[config.mk]
export PLATFORM = sky130hd
export DESIGN_NAME = round_robin_job_scheduler
export DESIGN_NICKNAME = d
export VERILOG_FILES = /design/src/sv/rrjs_pkg.sv /design/src/sv/rrjs_ctrl.sv /design/src/sv/rrjs_dp.sv /design/src/sv/round_robin_job_scheduler.sv
export SDC_FILE = /design/constraint.sdc
export NUM_CORES = 1
export LEC_CHECK = 0
export BUFFER_PORTS_ARGS = -buffer_cell sky130_fd_sc_hd__buf_2
export CAP_MARGIN = 20
export CORE_MARGIN = 2
export CORE_UTILIZATION = 60
export CTS_CLUSTER_DIAMETER = 30
export DETAILED_ROUTE_END_ITERATION = 10
export MAX_ROUTING_LAYER = met4
export PLACE_DENSITY = 0.88
export SYNTH_ARGS = -nofsm -noshare
export SYNTH_HDL_FRONTEND = slang
export SYNTH_SLANG_ARGS = --single-unit
[constraint.sdc]
create_clock -name clk -period 4.3 [get_ports clk]
set_input_delay 0.645 -clock clk [delete_from_list [all_inputs] [get_ports clk]]
set_output_delay 0.645 -clock clk [all_outputs]
set_load 0.01 [all_outputs]
[src/sv/rrjs_pkg.sv]
// Shared types and constants for the round-robin job scheduler.
`timescale 1ns / 1ps

package rrjs_pkg;

    localparam logic REQ_ARRIVE = 1'b0;
    localparam logic REQ_TICK   = 1'b1;

    localparam logic [7:0] SLICE_RESET = 8'd1;
    localparam logic [7:0] SLICE_MAX   = 8'hFF;

    typedef struct packed {
        logic        req_type;
        logic [7:0]  arrive_job_id;
        logic [15:0] arrive_service;
    } in_item_t;

    typedef struct packed {
        logic       busy_res;
        logic [7:0] run_job_id;
        logic       job_finished;
        logic       arrival_dropped;
        logic [4:0] queue_count;
    } out_item_t;

    typedef struct packed {
        logic [7:0]  id;
        logic [15:0] remaining;
    } job_t;

    typedef struct packed {
        logic arrive;
        logic idle_tick;
        logic rotate;
        logic run;
    } rrjs_cmd_t;

    typedef struct packed {
        logic rot_due;
        logic q_empty;
        logic out_free;
    } rrjs_stat_t;

endpackage

[src/sv/rrjs_ctrl.sv]
// Sequencing state machine that steps each item through the datapath.
`timescale 1ns / 1ps

module rrjs_ctrl
(
    input  logic               clk,
    input  logic               rst_n,
    input  logic               in_valid,
    input  logic               req_type,
    output logic               in_ready,
    input  rrjs_pkg::rrjs_stat_t stat,
    output rrjs_pkg::rrjs_cmd_t  cmd
);

    typedef enum logic [3:0]
    {
        S_IDLE   = 4'b0001,
        S_ROT    = 4'b0010,
        S_RUN_RD = 4'b0100,
        S_RUN_WR = 4'b1000
    } ctrl_state_t;

    ctrl_state_t state_reg;
    ctrl_state_t state_next;

    always_ff @(posedge clk or negedge rst_n)
    begin
        if (!rst_n)
        begin
            state_reg <= S_IDLE;
        end
        else
        begin
            state_reg <= state_next;
        end
    end

    always_comb
    begin
        state_next = state_reg;
        in_ready   = 1'b0;
        cmd        = '0;
        case (state_reg)
            S_IDLE:
            begin
                in_ready = stat.out_free;
                if (in_valid && stat.out_free)
                begin
                    if (req_type == rrjs_pkg::REQ_ARRIVE)
                    begin
                        cmd.arrive = 1'b1;
                    end
                    else if (stat.q_empty)
                    begin
                        cmd.idle_tick = 1'b1;
                    end
                    else if (stat.rot_due)
                    begin
                        state_next = S_ROT;
                    end
                    else
                    begin
                        state_next = S_RUN_WR;
                    end
                end
            end
            S_ROT:
            begin
                cmd.rotate = 1'b1;
                state_next = S_RUN_RD;
            end
            S_RUN_RD:
            begin
                state_next = S_RUN_WR;
            end
            S_RUN_WR:
            begin
                cmd.run    = 1'b1;
                state_next = S_IDLE;
            end
            default:
            begin
                state_next = S_IDLE;
            end
        endcase
    end

endmodule

[src/sv/rrjs_dp.sv]
// Job queue memory, pointers, slice counter and result register.
`timescale 1ns / 1ps

module rrjs_dp
#(
    parameter int QUEUE_DEPTH = 16
)
(
    input  logic                 clk,
    input  logic                 rst_n,
    input  logic                 cfg_we,
    input  logic [7:0]           cfg_wdata,
    input  rrjs_pkg::in_item_t   in_item,
    input  rrjs_pkg::rrjs_cmd_t  cmd,
    output rrjs_pkg::rrjs_stat_t stat,
    output logic                 out_valid,
    input  logic                 out_ready,
    output rrjs_pkg::out_item_t  out_item
);

    localparam int PTR_W = $clog2(QUEUE_DEPTH);
    localparam int CNT_W = $clog2(QUEUE_DEPTH + 1);
    localparam int EXT_W = (CNT_W > 5) ? CNT_W : 5;

    rrjs_pkg::job_t mem [QUEUE_DEPTH];
    rrjs_pkg::job_t rd_data_reg;

    logic [7:0]       time_slice_reg, time_slice_next;
    logic [PTR_W-1:0] head_reg, head_next;
    logic [PTR_W-1:0] tail_reg, tail_next;
    logic [CNT_W-1:0] count_reg, count_next;
    logic             running_reg, running_next;
    logic [7:0]       slice_used_reg, slice_used_next;
    logic             out_valid_reg, out_valid_next;
    rrjs_pkg::out_item_t out_item_reg, out_item_next;

    logic             mem_we;
    logic [PTR_W-1:0] mem_waddr;
    rrjs_pkg::job_t   mem_wdata;

    logic [7:0]       slice_eff;
    logic             q_full;
    logic [PTR_W-1:0] head_inc, tail_inc;
    logic [15:0]      rem_new;
    logic [7:0]       used_base;
    logic [CNT_W-1:0] count_res;
    logic [EXT_W-1:0] count_ext;
    logic             load_out;

    assign slice_eff = (time_slice_reg == 8'd0) ? rrjs_pkg::SLICE_RESET : time_slice_reg;
    assign q_full    = (count_reg == CNT_W'(QUEUE_DEPTH));
    assign head_inc  = (head_reg == PTR_W'(QUEUE_DEPTH - 1)) ? '0 : PTR_W'(head_reg + 1'b1);
    assign tail_inc  = (tail_reg == PTR_W'(QUEUE_DEPTH - 1)) ? '0 : PTR_W'(tail_reg + 1'b1);
    assign rem_new   = (rd_data_reg.remaining == 16'd0) ? 16'd0 :
                       16'(rd_data_reg.remaining - 16'd1);
    assign used_base = running_reg ? slice_used_reg : 8'd0;

    assign stat.q_empty  = (count_reg == '0);
    assign stat.rot_due  = running_reg && (count_reg != '0) && (slice_used_reg >= slice_eff);
    assign stat.out_free = !out_valid_reg || out_ready;

    assign load_out  = cmd.arrive || cmd.idle_tick || cmd.run;
    assign out_valid = out_valid_reg;
    assign out_item  = out_item_reg;

    always_comb
    begin
        time_slice_next = cfg_we ? cfg_wdata : time_slice_reg;
        head_next       = head_reg;
        tail_next       = tail_reg;
        count_next      = count_reg;
        running_next    = running_reg;
        slice_used_next = slice_used_reg;
        mem_we          = 1'b0;
        mem_waddr       = tail_reg;
        mem_wdata       = rd_data_reg;
        out_item_next   = '0;

        if (cmd.arrive)
        begin
            if (q_full || (in_item.arrive_service == 16'd0))
            begin
                out_item_next.arrival_dropped = 1'b1;
            end
            else
            begin
                mem_we              = 1'b1;
                mem_wdata.id        = in_item.arrive_job_id;
                mem_wdata.remaining = in_item.arrive_service;
                tail_next           = tail_inc;
                count_next          = CNT_W'(count_reg + 1'b1);
            end
        end

        if (cmd.idle_tick)
        begin
            running_next = 1'b0;
        end

        if (cmd.rotate)
        begin
            mem_we          = 1'b1;
            tail_next       = tail_inc;
            head_next       = head_inc;
            running_next    = 1'b0;
            slice_used_next = 8'd0;
        end

        if (cmd.run)
        begin
            mem_we                   = 1'b1;
            mem_waddr                = head_reg;
            mem_wdata.remaining      = rem_new;
            out_item_next.busy_res   = 1'b1;
            out_item_next.run_job_id = rd_data_reg.id;
            if (rem_new == 16'd0)
            begin
                out_item_next.job_finished = 1'b1;
                head_next                  = head_inc;
                count_next                 = CNT_W'(count_reg - 1'b1);
                running_next               = 1'b0;
                slice_used_next            = 8'd0;
            end
            else
            begin
                running_next    = 1'b1;
                slice_used_next = (used_base == rrjs_pkg::SLICE_MAX) ? rrjs_pkg::SLICE_MAX :
                                  8'(used_base + 8'd1);
            end
        end

        count_res                 = count_next;
        count_ext                 = EXT_W'(count_res);
        out_item_next.queue_count = count_ext[4:0];

        if (load_out)
        begin
            out_valid_next = 1'b1;
        end
        else if (out_ready)
        begin
            out_valid_next = 1'b0;
        end
        else
        begin
            out_valid_next = out_valid_reg;
        end
    end

    always_ff @(posedge clk or negedge rst_n)
    begin
        if (!rst_n)
        begin
            time_slice_reg <= rrjs_pkg::SLICE_RESET;
            head_reg       <= '0;
            tail_reg       <= '0;
            count_reg      <= '0;
            running_reg    <= 1'b0;
            slice_used_reg <= 8'd0;
            out_valid_reg  <= 1'b0;
        end
        else
        begin
            time_slice_reg <= time_slice_next;
            head_reg       <= head_next;
            tail_reg       <= tail_next;
            count_reg      <= count_next;
            running_reg    <= running_next;
            slice_used_reg <= slice_used_next;
            out_valid_reg  <= out_valid_next;
        end
    end

    always_ff @(posedge clk)
    begin
        if (load_out)
        begin
            out_item_reg <= out_item_next;
        end
    end

    always_ff @(posedge clk)
    begin
        if (mem_we)
        begin
            mem[mem_waddr] <= mem_wdata;
        end
        rd_data_reg <= mem[head_reg];
    end

endmodule

[src/sv/round_robin_job_scheduler.sv]
// Top level of the round-robin job scheduler with a time slice.
// An arrival or an idle tick gives its result in the cycle after acceptance.
// A run tick uses S_RUN_WR; a rotating tick uses S_ROT, S_RUN_RD and S_RUN_WR.
// A tick that runs a job reads the queue memory through its single registered read port.
// The next item is accepted once the result register is free and the block is idle.
// Reset clears pointers, job count, running state and sets the time slice to 1.
`timescale 1ns / 1ps

module round_robin_job_scheduler
#(
    parameter int QUEUE_DEPTH = 16
)
(
    input  logic                clk,
    input  logic                rst_n,
    input  logic                cfg_we,
    input  logic [7:0]          cfg_wdata,
    input  logic                in_valid,
    output logic                in_ready,
    input  rrjs_pkg::in_item_t  in_item,
    output logic                out_valid,
    input  logic                out_ready,
    output rrjs_pkg::out_item_t out_item
);

    rrjs_pkg::rrjs_cmd_t  cmd;
    rrjs_pkg::rrjs_stat_t stat;

    rrjs_ctrl u_ctrl
    (
        .clk      (clk),
        .rst_n    (rst_n),
        .in_valid (in_valid),
        .req_type (in_item.req_type),
        .in_ready (in_ready),
        .stat     (stat),
        .cmd      (cmd)
    );

    rrjs_dp
    #(
        .QUEUE_DEPTH (QUEUE_DEPTH)
    )
    u_dp
    (
        .clk       (clk),
        .rst_n     (rst_n),
        .cfg_we    (cfg_we),
        .cfg_wdata (cfg_wdata),
        .in_item   (in_item),
        .cmd       (cmd),
        .stat      (stat),
        .out_valid (out_valid),
        .out_ready (out_ready),
        .out_item  (out_item)
    );

endmodule

# Word-level counts from Yosys, hierarchy flattened
# Memory sizes are Yosys's and may differ from the RTL's. A register that Yosys moved wholly into a read port is not among the register bits.
# Cells that the tools add are included.
[totals]
ff_bits = 51
latchBits = 0
ramBits = 384
mem_bits_ro = 0
wordCells = 104
memories = 1
[op_classes]
add_sub_neg = 6
multipliers = 0
n_div = 0
magnitude_cmp = 1
eq_ne = 12
n_shift = 0
mux = 51
n_bitwise = 0
n_reduce_logical = 20
[memory_table]
columns = ["memory", "depth", "word_bits", "rd", "rd_ports_with_merged_regs", "write_ports", "line", "source"]
rows = [
  ["u_dp.mem", 16, 24, 1, 1, 1, "rrjs_dp.sv:25", "rrjs_pkg::job_t mem [QUEUE_DEPTH];"],
]
[ops]
columns = ["operator", "n"]
rows = [
  ["$mux 4", 13],
  ["$logic_not 16->1", 3],
  ["$mux 24", 2],
  ["$mux 8", 6],
  ["$mux 16", 2],
  ["$mux 1", 20],
  ["$mux 5", 4],
  ["$sub 16x1->16 const B", 1],
  ["$eq 4x4->1 const B", 3],
  ["$pmux 4 s3", 1],
  ["$mux 10", 1],
  ["$add 4x1->4 const B", 2],
  ["$add 8x1->8 const B", 1],
  ["$eq 8x8->1 const B", 1],
  ["$ge 8x8->1", 1],
  ["$logic_not 8->1", 1],
  ["$ne 2x2->1 const B", 3],
  ["$reduce_bool 2->1", 3],
  ["$add 5x1->5 const B", 1],
  ["$eq 5x5->1 const B", 1],
  ["$logic_not 5->1", 1],
  ["$reduce_bool 5->1", 1],
  ["$sub 5x1->5 const B", 1],
  ["$eq 4x1->1 const B", 1],
  ["10 further kinds", 16],
]

# Longest topological paths before layout
# Gate-level depths: netlist (run 1).
[logic_depth]
word_depth = 10
ltp_mapped = 12

# Hierarchy
# A second synthesis (run 1) with hierarchy kept.
[hier_totals]
cells_unflattened = 961
area_unflattened_um2 = 18385.1
[modules_own_cells]
columns = ["module", "instances", "cells_per_inst", "area_per_inst_um2", "seq_area_each_um2"]
rows = [
  ["rrjs_dp", 1, 940, 18163.7, 13269.0],
  ["rrjs_ctrl", 1, 21, 221.5, 101.3],
]

# Least setup slack after synthesis (run 1)
# OpenSTA, ideal clock, no wires.
[synth_timing]
kind = "input -> register"
startpoint = "input out_ready"
endpoint = "memory u_dp.mem[5][0] (netlist bit) (enable)"
t_arrival_ns = 2.902
required_time_ns = 3.895
path_slack_ns = 0.994
path_stages = 7
n_path_buf = 0
cell_sequence = "nand2b_1 -> nand4_1 -> a2111oi_2 -> inv_1 -> nand2_1 -> o21ai_0 -> nor2_1"
[synth_via]
elab_chain_len = 9
[synth_rtl]
columns = ["item", "line", "source"]
rows = [
  ["start: declaration", "round_robin_job_scheduler.sv:22", "input logic out_ready,"],
  ["$logic_or 1x1->1", "rrjs_dp.sv:60", "assign stat.out_free = !out_valid_reg || out_ready;"],
  ["$logic_and 1x1->1", "rrjs_ctrl.sv:47", "if (in_valid && stat.out_free)"],
  ["$mux 2", "rrjs_ctrl.sv:47", ""],
  ["$mux 2", "rrjs_ctrl.sv:43", "case (state_reg)"],
  ["$mux 1", "rrjs_dp.sv:79", "if (cmd.arrive)"],
  ["$mux 1", "rrjs_dp.sv:100", "if (cmd.rotate)"],
  ["$mux 1", "rrjs_dp.sv:109", "if (cmd.run)"],
  ["$mux 1", "rrjs_dp.sv:184", "if (mem_we)"],
  ["$mux 1 (not written as such)", "rrjs_dp.sv:186", "mem[mem_waddr] <= mem_wdata;"],
  ["end: declaration", "rrjs_dp.sv:25", ""],
]
# Every way passes these cells.

# Worst setup path after layout (run 1)
[layout_timing]
startpoint = "register u_ctrl.state_reg[2]"
endpoint = "memory u_dp.mem[7][12] (netlist bit) (enable)"
[layout_via]
elab_chain_len = 7
elab_cells_between_ends = 12
[layout_rtl]
columns = ["item", "line", "source"]
rows = [
  ["start: declaration", "rrjs_ctrl.sv:23", "ctrl_state_t state_reg;"],
  ["start signal: assignment", "rrjs_ctrl.sv:34", "state_reg <= state_next;"],
  ["$eq 4x1->1", "rrjs_ctrl.sv:43", ""],
  ["$mux 2", "rrjs_ctrl.sv:43", ""],
  ["$mux 1", "rrjs_dp.sv:79", ""],
  ["$mux 1", "rrjs_dp.sv:100", ""],
  ["$mux 1", "rrjs_dp.sv:109", ""],
  ["$mux 1", "rrjs_dp.sv:184", ""],
  ["$mux 1 (not written as such)", "rrjs_dp.sv:186", ""],
]
# Parallel ways exist; a longest one is shown, timed or not.

==> impl_results.md, run 1 <==
* Hold Slack at 0.162 ns
* Kind of start point of the critical path: register
* Maximum frequency from static timing analysis at 0.271 GHz
* Fin Setup TNS at 0 ns
* Inst Count DP at 1,400
* Clock latency at the later pin of the worst-skew pair at 0.60 ns
* R2R setup slack at 0.61 ns
* Combinational fraction of design power at 8.1%
* Violation count after the first detailed-routing iteration at 1,718
* Post-synth EDFFs at 400
* Crit-path slowest cell: sky130_fd_sc_hd__nor2_4
* Die W at 180 um
* Final-stage net count at 1,141
* Number of buffers inserted by post-CTS setup repair at 0
* Worst Skew at 0.0283 ns
* Run status: finished, final reports clean
* Cell Count, Final, Fillers Out at 1,550
* Register clock-pin slew on the reported worst setup and hold paths at 0.07 ns
* Launch point of the worst reg-to-reg path: u_ctrl.state_reg[2]$_DFFE_PN0P_
* Global placement routability congestion at 0.913
* Number of filler cells placed in the layout at 1,656
* Crit path setup slack, layout at 0.610 ns
* TritonCTS clock tree: built
* Cell leakage power at 7.37 nW
* Vias in the first global route at 11,000
* Rows at 64
* Cell type with the largest total area after synthesis: sky130_fd_sc_hd__edfxtp_1
* Total CTS buffers at 77
* Register bit total from synthesis at 459
* Largest vdd supply drop at 0.535 mV
* Total stage count of the critical path at 7
* Max-slew headroom at 24.5%
* Number of flip-flops under the largest register name at 384
* Total standard cell area after synthesis at 18,500 sq um
* Setup repair after global routing missed its margin: no
* Starting Density at 60.7%
* Classification of the worst setup path: reg2reg
* Crit-path leading delay family: simple AND/OR/NAND/NOR gates
* Most instantiated flip-flop cell in the synthesis netlist: sky130_fd_sc_hd__edfxtp_1
* Biggest cell delay along the critical path at 0.79 ns
* Initial antenna violation count at 2
* CORE AREA at 30,400 sq um
* Worst R2R End: u_dp.mem[7][12]$_DFFE_PP_
* Maximum number of pins on one net before global-route repair at 72
* Critical Path Sink Type: register
* H-tree lvl count at 3
* Routed wirelength normalized by instance count at 30.6 um
* Die area at 32,200 sq um
* Area growth from synthesis to layout at 19.5%
* Transition time of the tightest slew-check pin at 1.13 ns
* Total power at 12.7 mW
* Launching element of the worst setup path: u_ctrl.state_reg[2]$_DFFE_PN0P_
* Wire length of the first global-routing pass at 69,800 um
* First drt pass iteration count at 11
* Root cell of the clock tree: sky130_fd_sc_hd__clkbuf_16
* CP Buf/Inv Count at 2
* Cell-internal power at 9.54 mW
* Power Dens Cells at 578 nW/um^2
* Number of vias after detailed routing at 10,800
* Yosys warns at 0
* Endpoint required time on the critical path at 4.50 ns
* Count of cell types in the netlist at 67
* Number of hold buffers added after cts at 0
* Worst r2r path cells at 7
* Min-delay worst type: in2async
* Share of layout cells above drive strength 1 at 33.1%
* Worst-path maximum fanout at 24
* Post-detailed-placement half-perimeter wirelength at 23,800 um
* Total setup violations reported at the end of the flow at 0
* Arrival time worst endpoint at 3.89 ns
* Number of pins exceeding their max-slew limit in the final report at 0
* Ordered cell list for the critical path: or4b_1 -> clkinv_1 -> nor2_1 -> nand2_1 -> o21ai_0 -> buf_4 -> nor2_4
* Async set-reset flop share out of synthesis at 7.63%
* Number of violations of the max-capacitance limit at 0
* Net Count, Synth at 1,033
* Avg Cell Area, Syn at 18.9 sq um
* Post-Route WL at 47,400 um
* Switching share of total power at 25.1%
* Share of Yosys cell area claimed by the top area cell type at 65.0%
* Capturing element of the worst setup path: u_dp.mem[7][12]$_DFFE_PP_
* Overall routing resource usage at 30.2%
* Resized Gates After CTS at 0
* Gate count after technology mapping at 980
* Count of clock tree sinks at 459
* Clock buffer depth at 3
* Portion of the post-synthesis area used by sequential elements at 72.3%
* Final min period at 3.69 ns
* Top cells by area, synth: sky130_fd_sc_hd__edfxtp_1, sky130_fd_sc_hd__mux4_2, sky130_fd_sc_hd__dfrtp_1
* Number of hold violations in the final report at 0
* Y dimension of the die at 180 um
* Relative contribution of sequential cells to total power at 42.6%
* Clock network fraction of total power at 49.3%
* Total overflow reported by the global router at 0
* I/O Buffers at 55
* Reported net switching power at 3.21 mW
* DRT antenna net count at 0
* Routed vias/inst at 6.97
* Number of design rule violations left after detail routing at 0
* Number of placed I/O pins at 56
* Period utilization at 85.8%
* Setup slack at placement at 0.491 ns
cells in the mapped netlist (4+ instances only):
master	instances
sky130_fd_sc_hd__clkbuf_1	34
sky130_fd_sc_hd__and2_1	9
sky130_fd_sc_hd__dfxtp_1	24
sky130_fd_sc_hd__o21ai_0	41
sky130_fd_sc_hd__nor3b_1	10
sky130_fd_sc_hd__nor4_1	11
sky130_fd_sc_hd__a21oi_1	12
sky130_fd_sc_hd__nand3_1	7
sky130_fd_sc_hd__buf_1	10
sky130_fd_sc_hd__a21o_1	5
sky130_fd_sc_hd__buf_2	6
sky130_fd_sc_hd__nor3_1	19
sky130_fd_sc_hd__mux4_2	120
sky130_fd_sc_hd__or4_1	4
sky130_fd_sc_hd__a221o_1	7
sky130_fd_sc_hd__nand4_1	6
sky130_fd_sc_hd__a31oi_1	14
sky130_fd_sc_hd__nand2b_1	4
sky130_fd_sc_hd__edfxtp_1	400
sky130_fd_sc_hd__nand2_1	43
sky130_fd_sc_hd__and3_1	7
sky130_fd_sc_hd__nor2_1	41
sky130_fd_sc_hd__mux2_2	11
sky130_fd_sc_hd__dfrtp_1	33
sky130_fd_sc_hd__ha_1	15
sky130_fd_sc_hd__inv_1	26
metrics by stage:
| step | utilization, % | area [sq um] |
|---|---|---|
| 6_report | 72.5 | 22100 |
| 2_1_floorplan | - | 18500 |
| 5_1_grt | 72.5 | 22100 |
| 4_1_cts | 72.4 | 22000 |
| 3_5_place_dp | 63.6 | 19300 |
| 3_3_place_gp | 63.6 | 19300 |
how the worst min path moves through the flow:
stage | end | cells after the start | startpoint | slack, ns
2_1_floorplan | u_ctrl.state_reg[1]$_DFFE_PN0P_ | 0 | rst_n | 0.35
4_1_cts | u_dp.head_reg[0]$_DFF_PN0_ | 1 | rst_n | 0.16
3_3_place_gp | u_dp.slice_used_reg[0]$_DFFE_PN0P_ | 2 | u_dp.slice_used_reg[0]$_DFFE_PN0P_ | 0.49
3_5_place_dp | u_dp.out_item[9]$_SDFFCE_PN0P_ | 1 | u_dp.rd_data_reg[18]$_DFF_P_ | 0.52
6_report | u_dp.head_reg[0]$_DFF_PN0_ | 1 | rst_n | 0.16
5_1_grt | u_dp.head_reg[0]$_DFF_PN0_ | 1 | rst_n | 0.23
logic make-up (layout without fill, tap and decap cells):
kind of cell / count (synthesis) / count (layout) / synth area share [%]
AO/OA/AOI/OAI: 106 / 106 / 3.76
other: 0 / 1 / 0
multiplexers: 137 / 137 / 15.7
adder cells (fa/ha/maj): 15 / 15 / 1.02
XOR/XNOR: 6 / 6 / 0.284
flip-flops: 459 / 459 / 72.3
AND/OR/NAND/NOR: 178 / 178 / 5.17
buffers and inverters: 79 / 252 / 1.73
per-layer routing:
metal	GRT usage [%]	part of all wire, %	vias to the layer above
met3	8.06	11	234
met4	12.1	5.4	0
li1	-	-	4247
met1	38.8	35	5428
met2	46.5	49	889
met5	-	0	-
final cells by class:
cell class | count | area [sq um] | share of cell area, %
repair buffers | 81 | 503 | 2.28
clock buffers | 84 | 1950 | 8.85
multi-input cells | 442 | 4930 | 22.3
well taps | 396 | 495 | 2.24
flip-flops and latches | 459 | 13400 | 60.6
clock inverters | 60 | 713 | 3.23
inverters | 27 | 101 | 0.459
diodes | 1 | 2.50 | 0.0113
power by group through the flow:
stage | Combinational [mW] | Clock (mW) | Sequential [mW]
floorplan | 0.608 | 0 | 5.42
global placement | 0.889 | 0 | 5.47
detailed placement | 0.943 | 0 | 5.49
CTS | 0.991 | 6.32 | 5.42
global route | 1.10 | 6.51 | 5.45
finish | 1.03 | 6.29 | 5.43
placed cells by master (no fill, tap or decap), types with 8 or more instances in the layout:
master                      Yosys  routed
sky130_fd_sc_hd__buf_2          6      55
sky130_fd_sc_hd__inv_1         26      26
sky130_fd_sc_hd__ha_1          15      15
sky130_fd_sc_hd__o21ai_0       41      40
sky130_fd_sc_hd__clkinv_1       1       8
sky130_fd_sc_hd__nor2_4         0      16
sky130_fd_sc_hd__clkbuf_16      0      77
sky130_fd_sc_hd__buf_4          0      23
sky130_fd_sc_hd__bufinv_16      0      10
sky130_fd_sc_hd__and2_1         9       9
sky130_fd_sc_hd__nor2_1        41      25
sky130_fd_sc_hd__mux2_2        11      11
sky130_fd_sc_hd__dfxtp_1       24      24
sky130_fd_sc_hd__edfxtp_1     400     400
sky130_fd_sc_hd__nor4_1        11      11
sky130_fd_sc_hd__nor3_1        19      19
sky130_fd_sc_hd__nor3b_1       10      10
sky130_fd_sc_hd__a21oi_1       12      12
sky130_fd_sc_hd__inv_6          0      15
sky130_fd_sc_hd__mux4_2       120     120
sky130_fd_sc_hd__clkinv_2       0       9
sky130_fd_sc_hd__dfrtp_1       33      30
sky130_fd_sc_hd__a31oi_1       14      14
sky130_fd_sc_hd__nand2_1       43      43
(Power assumes the default switching activity.)
==> inputs of run 2 (changes only) <==
- BUFFER_PORTS_ARGS: -buffer_cell sky130_fd_sc_hd__buf_2 -> -buffer_cell sky130_fd_sc_hd__clkbuf_2
==> run 2 against run 1 <==
Sequential power barely moved. Count of clock-buffer cells in the layout increased by 11. Combinational power barely moved. Routed wire length is 0.95% lower. Total power decreased by 0.94%. Fmax about the same. Clock power is 2% lower. Critical path depth stayed put. Cell area shrank 0.19%. Largest power group unchanged.
==> impl_results.md, run 2 (same netlist as run 1, synthesis figures left out) <==
* Run status: finished, final reports clean
* Number of violations of the max-capacitance limit at 0 (unchanged)
* Worst Skew at 0.0272 ns (-0.00109 ns)
* Cell leakage power at 7.31 nW (-0.77%)
* Critical Path Sink Type: register
* Classification of the worst setup path: reg2reg
* Number of filler cells placed in the layout at 1,647 (-0.54%)
* Number of flip-flops under the largest register name at 384 (unchanged)
* Endpoint required time on the critical path at 4.49 ns (about the same)
* Vias in the first global route at 11,000 (-0.23%)
* Y dimension of the die at 180 um (unchanged)
* Starting Density at 60.7% (unchanged)
* Routed wirelength normalized by instance count at 30.5 um (-0.43%)
* Root cell of the clock tree: sky130_fd_sc_hd__clkbuf_16
* Overall routing resource usage at 30.3% (+0.13 points)
* Instance area at placement at 19,300 sq um (-0.25%)
* Setup slack at placement at 0.600 ns (+0.109 ns)
* Leading cell types in the layout, fill and taps excluded: sky130_fd_sc_hd__edfxtp_1, sky130_fd_sc_hd__mux4_2, sky130_fd_sc_hd__clkbuf_16, sky130_fd_sc_hd__clkbuf_2, sky130_fd_sc_hd__nand2_1
* Antenna cell count at 0 (-1)
* Worst R2R End: u_dp.mem[2][19]$_DFFE_PP_
* Capturing element of the worst setup path: u_dp.mem[2][19]$_DFFE_PP_
* Worst r2r path cells at 7 (unchanged)
* DRT antenna net count at 0 (unchanged)
* Clock network fraction of total power at 49.0% (-0.3 points)
* Launch point of the worst reg-to-reg path: u_ctrl.state_reg[2]$_DFFE_PN0P_
* Fin Setup TNS at 0 ns (unchanged)
* Violation count after the first detailed-routing iteration at 1,607 (-6.5%)
* Initial antenna violation count at 0 (-2)
* Number of design rule violations left after detail routing at 0 (unchanged)
* Number of vias after detailed routing at 10,700 (-1.2%)
* Total setup violations reported at the end of the flow at 0 (unchanged)
* Global placement routability congestion at 0.895 (-2.0%)
* Final-stage net count at 1,134 (-0.61%)
* Inst Count DP at 1,391 (-0.64%)
* Routed vias/inst at 6.92 (-0.73%)
* Number of placed I/O pins at 56 (unchanged)
* GRT met1 Usage at 39.6% (+0.84 points)
* CORE AREA at 30,400 sq um (unchanged)
* Kind of start point of the critical path: register
* Summed area of non-filler cells in the final layout at 22,000 sq um (-0.19%)
* Count of clock tree sinks at 459 (unchanged)
* Cell-internal power at 9.44 mW (-1.1%)
* Period utilization at 85.8% (about the same)
* Reported net switching power at 3.19 mW (-0.40%)
* Number of pins exceeding their max-slew limit in the final report at 0 (unchanged)
* I/O Buffers at 55 (unchanged)
* Clock buffer depth at 3 (unchanged)
* H-tree lvl count at 3 (unchanged)
* Clock latency at the later pin of the worst-skew pair at 0.60 ns (about the same)
* Min-delay worst type: in2async
* Max-slew headroom at 23.6% (-0.89 points)
* Number of hold buffers added after cts at 0 (unchanged)
* Resized Gates After CTS at 0 (unchanged)
* Combinational fraction of design power at 8.1% (about the same)
* Die W at 180 um (unchanged)
* Maximum number of pins on one net before global-route repair at 72 (unchanged)
* Transition time of the tightest slew-check pin at 1.14 ns (+0.00809 ns)
* Final min period at 3.69 ns (+0.000511 ns)
* Maximum frequency from static timing analysis at 0.271 GHz (about the same)
* Number of buffers inserted by post-CTS setup repair at 0 (unchanged)
* R2R setup slack at 0.61 ns (about the same)
* Cell Count, Final, Fillers Out at 1,542 (-0.52%)
* TritonCTS clock tree: built
* Register clock-pin slew on the reported worst setup and hold paths at 0.05 ns (-0.02 ns)
* Share of layout cells above drive strength 1 at 32.5% (-0.67 points)
* Number of hold violations in the final report at 0 (unchanged)
* Rows at 64 (unchanged)
* Total CTS buffers at 77 (unchanged)
* Setup repair after global routing missed its margin: no
* GRT Max-Usage Layer: met2
* Relative contribution of sequential cells to total power at 43.0% (+0.4 points)
* Launching element of the worst setup path: u_ctrl.state_reg[2]$_DFFE_PN0P_
* Wire length of the first global-routing pass at 70,000 um (+0.20%)
* Die area at 32,200 sq um (unchanged)
* Share of the core filled with cells at 72.4% (-0.14 points)
* Crit path setup slack, layout at 0.609 ns (-0.000511 ns)
* Switching share of total power at 25.3% (+0.14 points)
* Post-detailed-placement half-perimeter wirelength at 22,800 um (-3.9%)
* Area growth from synthesis to layout at 19.2%
* Grt met2 use at 46.3% (-0.17 points)
* Largest vdd supply drop at 0.439 mV (-18%)
* GRT met3 Usage at 6.62% (-1.4 points)
* First drt pass iteration count at 7 (-4)
* Worst-path maximum fanout at 24 (unchanged)
* Total overflow reported by the global router at 0 (unchanged)
* Power Dens Cells at 573 nW/um^2 (-0.76%)
* Post-Route WL at 47,000 um (-0.95%)
* Most common cell after layout, fill and taps aside: sky130_fd_sc_hd__edfxtp_1
* Arrival time worst endpoint at 3.88 ns (about the same)
[run 2: cell type report]
type                    instances  area, sq um  share of cell area [%]
repair buffers                 74          493                    2.24
clock inverters                49          603                    2.74
well taps                     396          495                    2.25
clock buffers                  95         2030                    9.23
inverters                      27          101                   0.460
flip-flops and latches        459        13400                    60.7
multi-input cells             442         4930                    22.4
[run 2: routing by layer]
layer | routed length [um] | vias to the layer above
li1 | - | 4236
met5 | 0 | -
met4 | 2220 | 0
met3 | 5140 | 208
met2 | 22700 | 910
met1 | 16900 | 5310
[run 2: worst max-delay path, stage by stage, from the launching register on]
cell and delay [ns]:
sky130_fd_sc_hd__dfrtp_1 0.47, sky130_fd_sc_hd__or4b_1 0.64, sky130_fd_sc_hd__clkinv_1 0.36, sky130_fd_sc_hd__nor2_1 0.28, sky130_fd_sc_hd__nand2_1 0.23, sky130_fd_sc_hd__o21ai_0 0.23
sky130_fd_sc_hd__buf_2 0.25, sky130_fd_sc_hd__nor2_4 0.84
[run 2: metrics by stage]
step,power [mW],hold slack [ns]
3_3_place_gp,6.35,0.501
3_5_place_dp,6.42,0.497
5_1_grt,12.9,0.262
2_1_floorplan,6.02,0.349
6_report,12.6,0.187
4_1_cts,12.6,0.189
[run 2: power groups by stage]
stage	clock network, mW	registers, mW	logic [mW]
after floorplan	0	5.42	0.608
after global placement	0	5.47	0.878
after detailed placement	0	5.49	0.929
after CTS	6.19	5.42	0.981
after global routing	6.40	5.44	1.08
final	6.18	5.43	1.02
[run 2: how the worst min path moves through the flow]
stage	startpoint	endpoint	slack, ns	depth (start not counted)
after floorplan	rst_n	u_ctrl.state_reg[1]$_DFFE_PN0P_	0.35	0
after global placement	u_dp.slice_used_reg[0]$_DFFE_PN0P_	u_dp.slice_used_reg[0]$_DFFE_PN0P_	0.50	2
after detailed placement	u_dp.slice_used_reg[0]$_DFFE_PN0P_	u_dp.slice_used_reg[0]$_DFFE_PN0P_	0.50	2
after CTS	rst_n	u_dp.tail_reg[2]$_DFFE_PN0P_	0.19	1
after global routing	rst_n	u_dp.out_valid$_DFFE_PN0P_	0.26	1
final	rst_n	u_dp.out_valid$_DFFE_PN0P_	0.19	1
==> inputs of run 3 (changes only) <==
- SETUP_SLACK_MARGIN: default -> 0.3
- clock period: 4.3 -> 4.4 ns (I/O delays scaled with it)
==> run 3 against run 2 <==
Sequential share of layout area decreased by 0.50 points. Count of clock-buffer cells in the layout decreased by 4. Clock power increased by 4.0%. Largest cell class unchanged. Largest power group unchanged. Highest routed layer unchanged.
==> impl_results.md, run 3 (same netlist as run 1, synthesis figures left out) <==
* Run status: finished, final reports clean
* Y dimension of the die at 180 um (unchanged)
* Register clock-pin slew on the reported worst setup and hold paths at 0.05 ns (about the same)
* Root cell of the clock tree: sky130_fd_sc_hd__clkbuf_16
* Wire length of the first global-routing pass at 68,400 um (-2.3%)
* Post-Route WL at 45,700 um (-2.7%)
* Number of placed I/O pins at 56 (unchanged)
* Count of clock tree sinks at 459 (unchanged)
* First drt pass iteration count at 5 (-2)
* Number of flip-flops under the largest register name at 384 (unchanged)
* Crit path setup slack, layout at 0.742 ns (+0.133 ns)
* Clock buffer depth at 3 (unchanged)
* Worst Skew at 0.0408 ns (+0.0137 ns)
* I/O Buffers at 55 (unchanged)
* Worst r2r path cells at 8 (+1)
* Starting Density at 60.7% (unchanged)
* Largest vdd supply drop at 0.404 mV (-8.0%)
* Final min period at 3.66 ns (-0.0326 ns)
* Summed area of non-filler cells in the final layout at 22,200 sq um (+0.82%)
* Number of hold buffers added after cts at 0 (unchanged)
* Share of the core filled with cells at 73.0% (+0.60 points)
* Share of layout cells above drive strength 1 at 33.8% (+1.3 points)
* Routed wirelength normalized by instance count at 29.5 um (-3.2%)
* Instance area at placement at 19,300 sq um (about the same)
* Most common cell after layout, fill and taps aside: sky130_fd_sc_hd__edfxtp_1
* Violation count after the first detailed-routing iteration at 1,355 (-16%)
* Period utilization at 83.1% (-2.7 points)
* Overall routing resource usage at 29.6% (-0.75 points)
* TritonCTS clock tree: built
* Transition time of the tightest slew-check pin at 1.15 ns (+0.0131 ns)
* Area growth from synthesis to layout at 20.2%
* Total setup violations reported at the end of the flow at 0 (unchanged)
* Number of pins exceeding their max-slew limit in the final report at 0 (unchanged)
* Number of design rule violations left after detail routing at 0 (unchanged)
* Die W at 180 um (unchanged)
* Number of hold violations in the final report at 0 (unchanged)
* Classification of the worst setup path: reg2reg
* Number of buffers inserted by post-CTS setup repair at 0 (unchanged)
* Maximum number of pins on one net before global-route repair at 89 (+24%)
* Total CTS buffers at 82 (+6.5%)
* Cell leakage power at 7.40 nW (+1.3%)
* H-tree lvl count at 3 (unchanged)
* Vias in the first global route at 11,000 (+0.10%)
* Setup repair after global routing missed its margin: no
* Resized Gates After CTS at 0 (unchanged)
* Arrival time worst endpoint at 3.84 ns (-0.04 ns)
* Maximum frequency from static timing analysis at 0.273 GHz (+0.89%)
* CORE AREA at 30,400 sq um (unchanged)
* Worst-path maximum fanout at 21 (-13%)
* Die area at 32,200 sq um (unchanged)
* Power Dens Cells at 572 nW/um^2 (-0.22%)
* Rows at 64 (unchanged)
* Antenna cell count at 0 (unchanged)
* Post-detailed-placement half-perimeter wirelength at 22,900 um (+0.21%)
* Global placement routability congestion at 0.902 (+0.82%)
* Leading cell types in the layout, fill and taps excluded: sky130_fd_sc_hd__edfxtp_1, sky130_fd_sc_hd__mux4_2, sky130_fd_sc_hd__clkbuf_16, sky130_fd_sc_hd__clkbuf_2, sky130_fd_sc_hd__nand2_1
* Endpoint required time on the critical path at 4.58 ns (+0.09 ns)
* Number of violations of the max-capacitance limit at 0 (unchanged)
* Final-stage net count at 1,139 (+0.44%)
* Number of vias after detailed routing at 10,600 (-0.93%)
* Kind of start point of the critical path: register
* Clock latency at the later pin of the worst-skew pair at 0.61 ns (about the same)
* DRT antenna net count at 0 (unchanged)
* Min-delay worst type: in2async
* Initial antenna violation count at 0 (unchanged)
* Setup slack at placement at 0.802 ns (+0.202 ns)
* Critical Path Sink Type: register
* Total overflow reported by the global router at 0 (unchanged)
* Fin Setup TNS at 0 ns (unchanged)
* Routed vias/inst at 6.82 (-1.4%)
* Max-slew headroom at 22.7% (-0.88 points)
[run 3: cell types whose count changed in the layout (fill, tap and decap cells not counted), sizes merged]
cell and delta:
clkinvlp +4, inv +2, clkinv +3, clkbuf -4, bufinv +3
[run 3: worst max-delay path, stage by stage (launching register included)]
cell and delay (ns):
sky130_fd_sc_hd__dfxtp_1 0.40, sky130_fd_sc_hd__inv_1 0.12, sky130_fd_sc_hd__ha_1 0.15, sky130_fd_sc_hd__nor3b_1 0.84
sky130_fd_sc_hd__and3_1 0.32, sky130_fd_sc_hd__a21o_1 0.55, sky130_fd_sc_hd__o21ai_0 0.27, sky130_fd_sc_hd__a22oi_1 0.23
sky130_fd_sc_hd__nand2_1 0.37
[run 3: final cells by class]
class	instances	area (sq um)
Multi-Input combinational cell	442	4930
Clock inverter	61	728
Timing Repair Buffer	74	450
Fill cell	1612	8210
Tap cell	396	495
Clock buffer	91	2130
Inverter	27	101
Sequential cell	459	13400
[run 3: worst paths after layout]
path	slack, ns	start	endpoint
hold / removal	0.21	rst_n	u_dp.time_slice_reg[5]$_DFFE_PN0P_
max in group asynchronous	3.52	rst_n	u_dp.head_reg[1]$_DFF_PN0_
min in group clk	0.29	cfg_wdata[4]	u_dp.time_slice_reg[4]$_DFFE_PN0P_
setup reg to reg	0.74	u_dp.rd_data_reg[0]$_DFF_P_	u_dp.mem[8][7]$_DFFE_PP_
hold reg to reg	0.51	u_dp.slice_used_reg[0]$_DFFE_PN0P_	u_dp.slice_used_reg[0]$_DFFE_PN0P_
setup / recovery	0.74	u_dp.rd_data_reg[0]$_DFF_P_	u_dp.mem[8][7]$_DFFE_PP_
[run 3: layer usage]
| metal | vias up | global-route usage [%] | wire [um] |
|---|---|---|---|
| met5 | - | - | 0 |
| met4 | 0 | 14.2 | 2150 |
| met3 | 190 | 6.14 | 4100 |
| met1 | 5341 | 37.1 | 16600 |
| met2 | 799 | 46.7 | 22900 |
| li1 | 4235 | - | - |
[run 3: where the power goes]
part           leakage, nW  switching, mW  internal, mW
Sequential            4.25          0.194          5.11
Clock                 1.36           2.29          4.14
Combinational         1.80          0.646         0.329
Total                 7.40           3.13          9.58
[run 3: per-stage QoR]
stage / power, mW / cells / hold slack [ns]
5_1_grt: 13.0 / 1550 / 0.274
6_report: 12.7 / 1550 / 0.210
3_5_place_dp: 6.27 / 1393 / 0.506
3_3_place_gp: 6.20 / 1393 / 0.482
2_1_floorplan: 5.89 / 980 / 0.364
4_1_cts: 12.7 / 1545 / 0.210
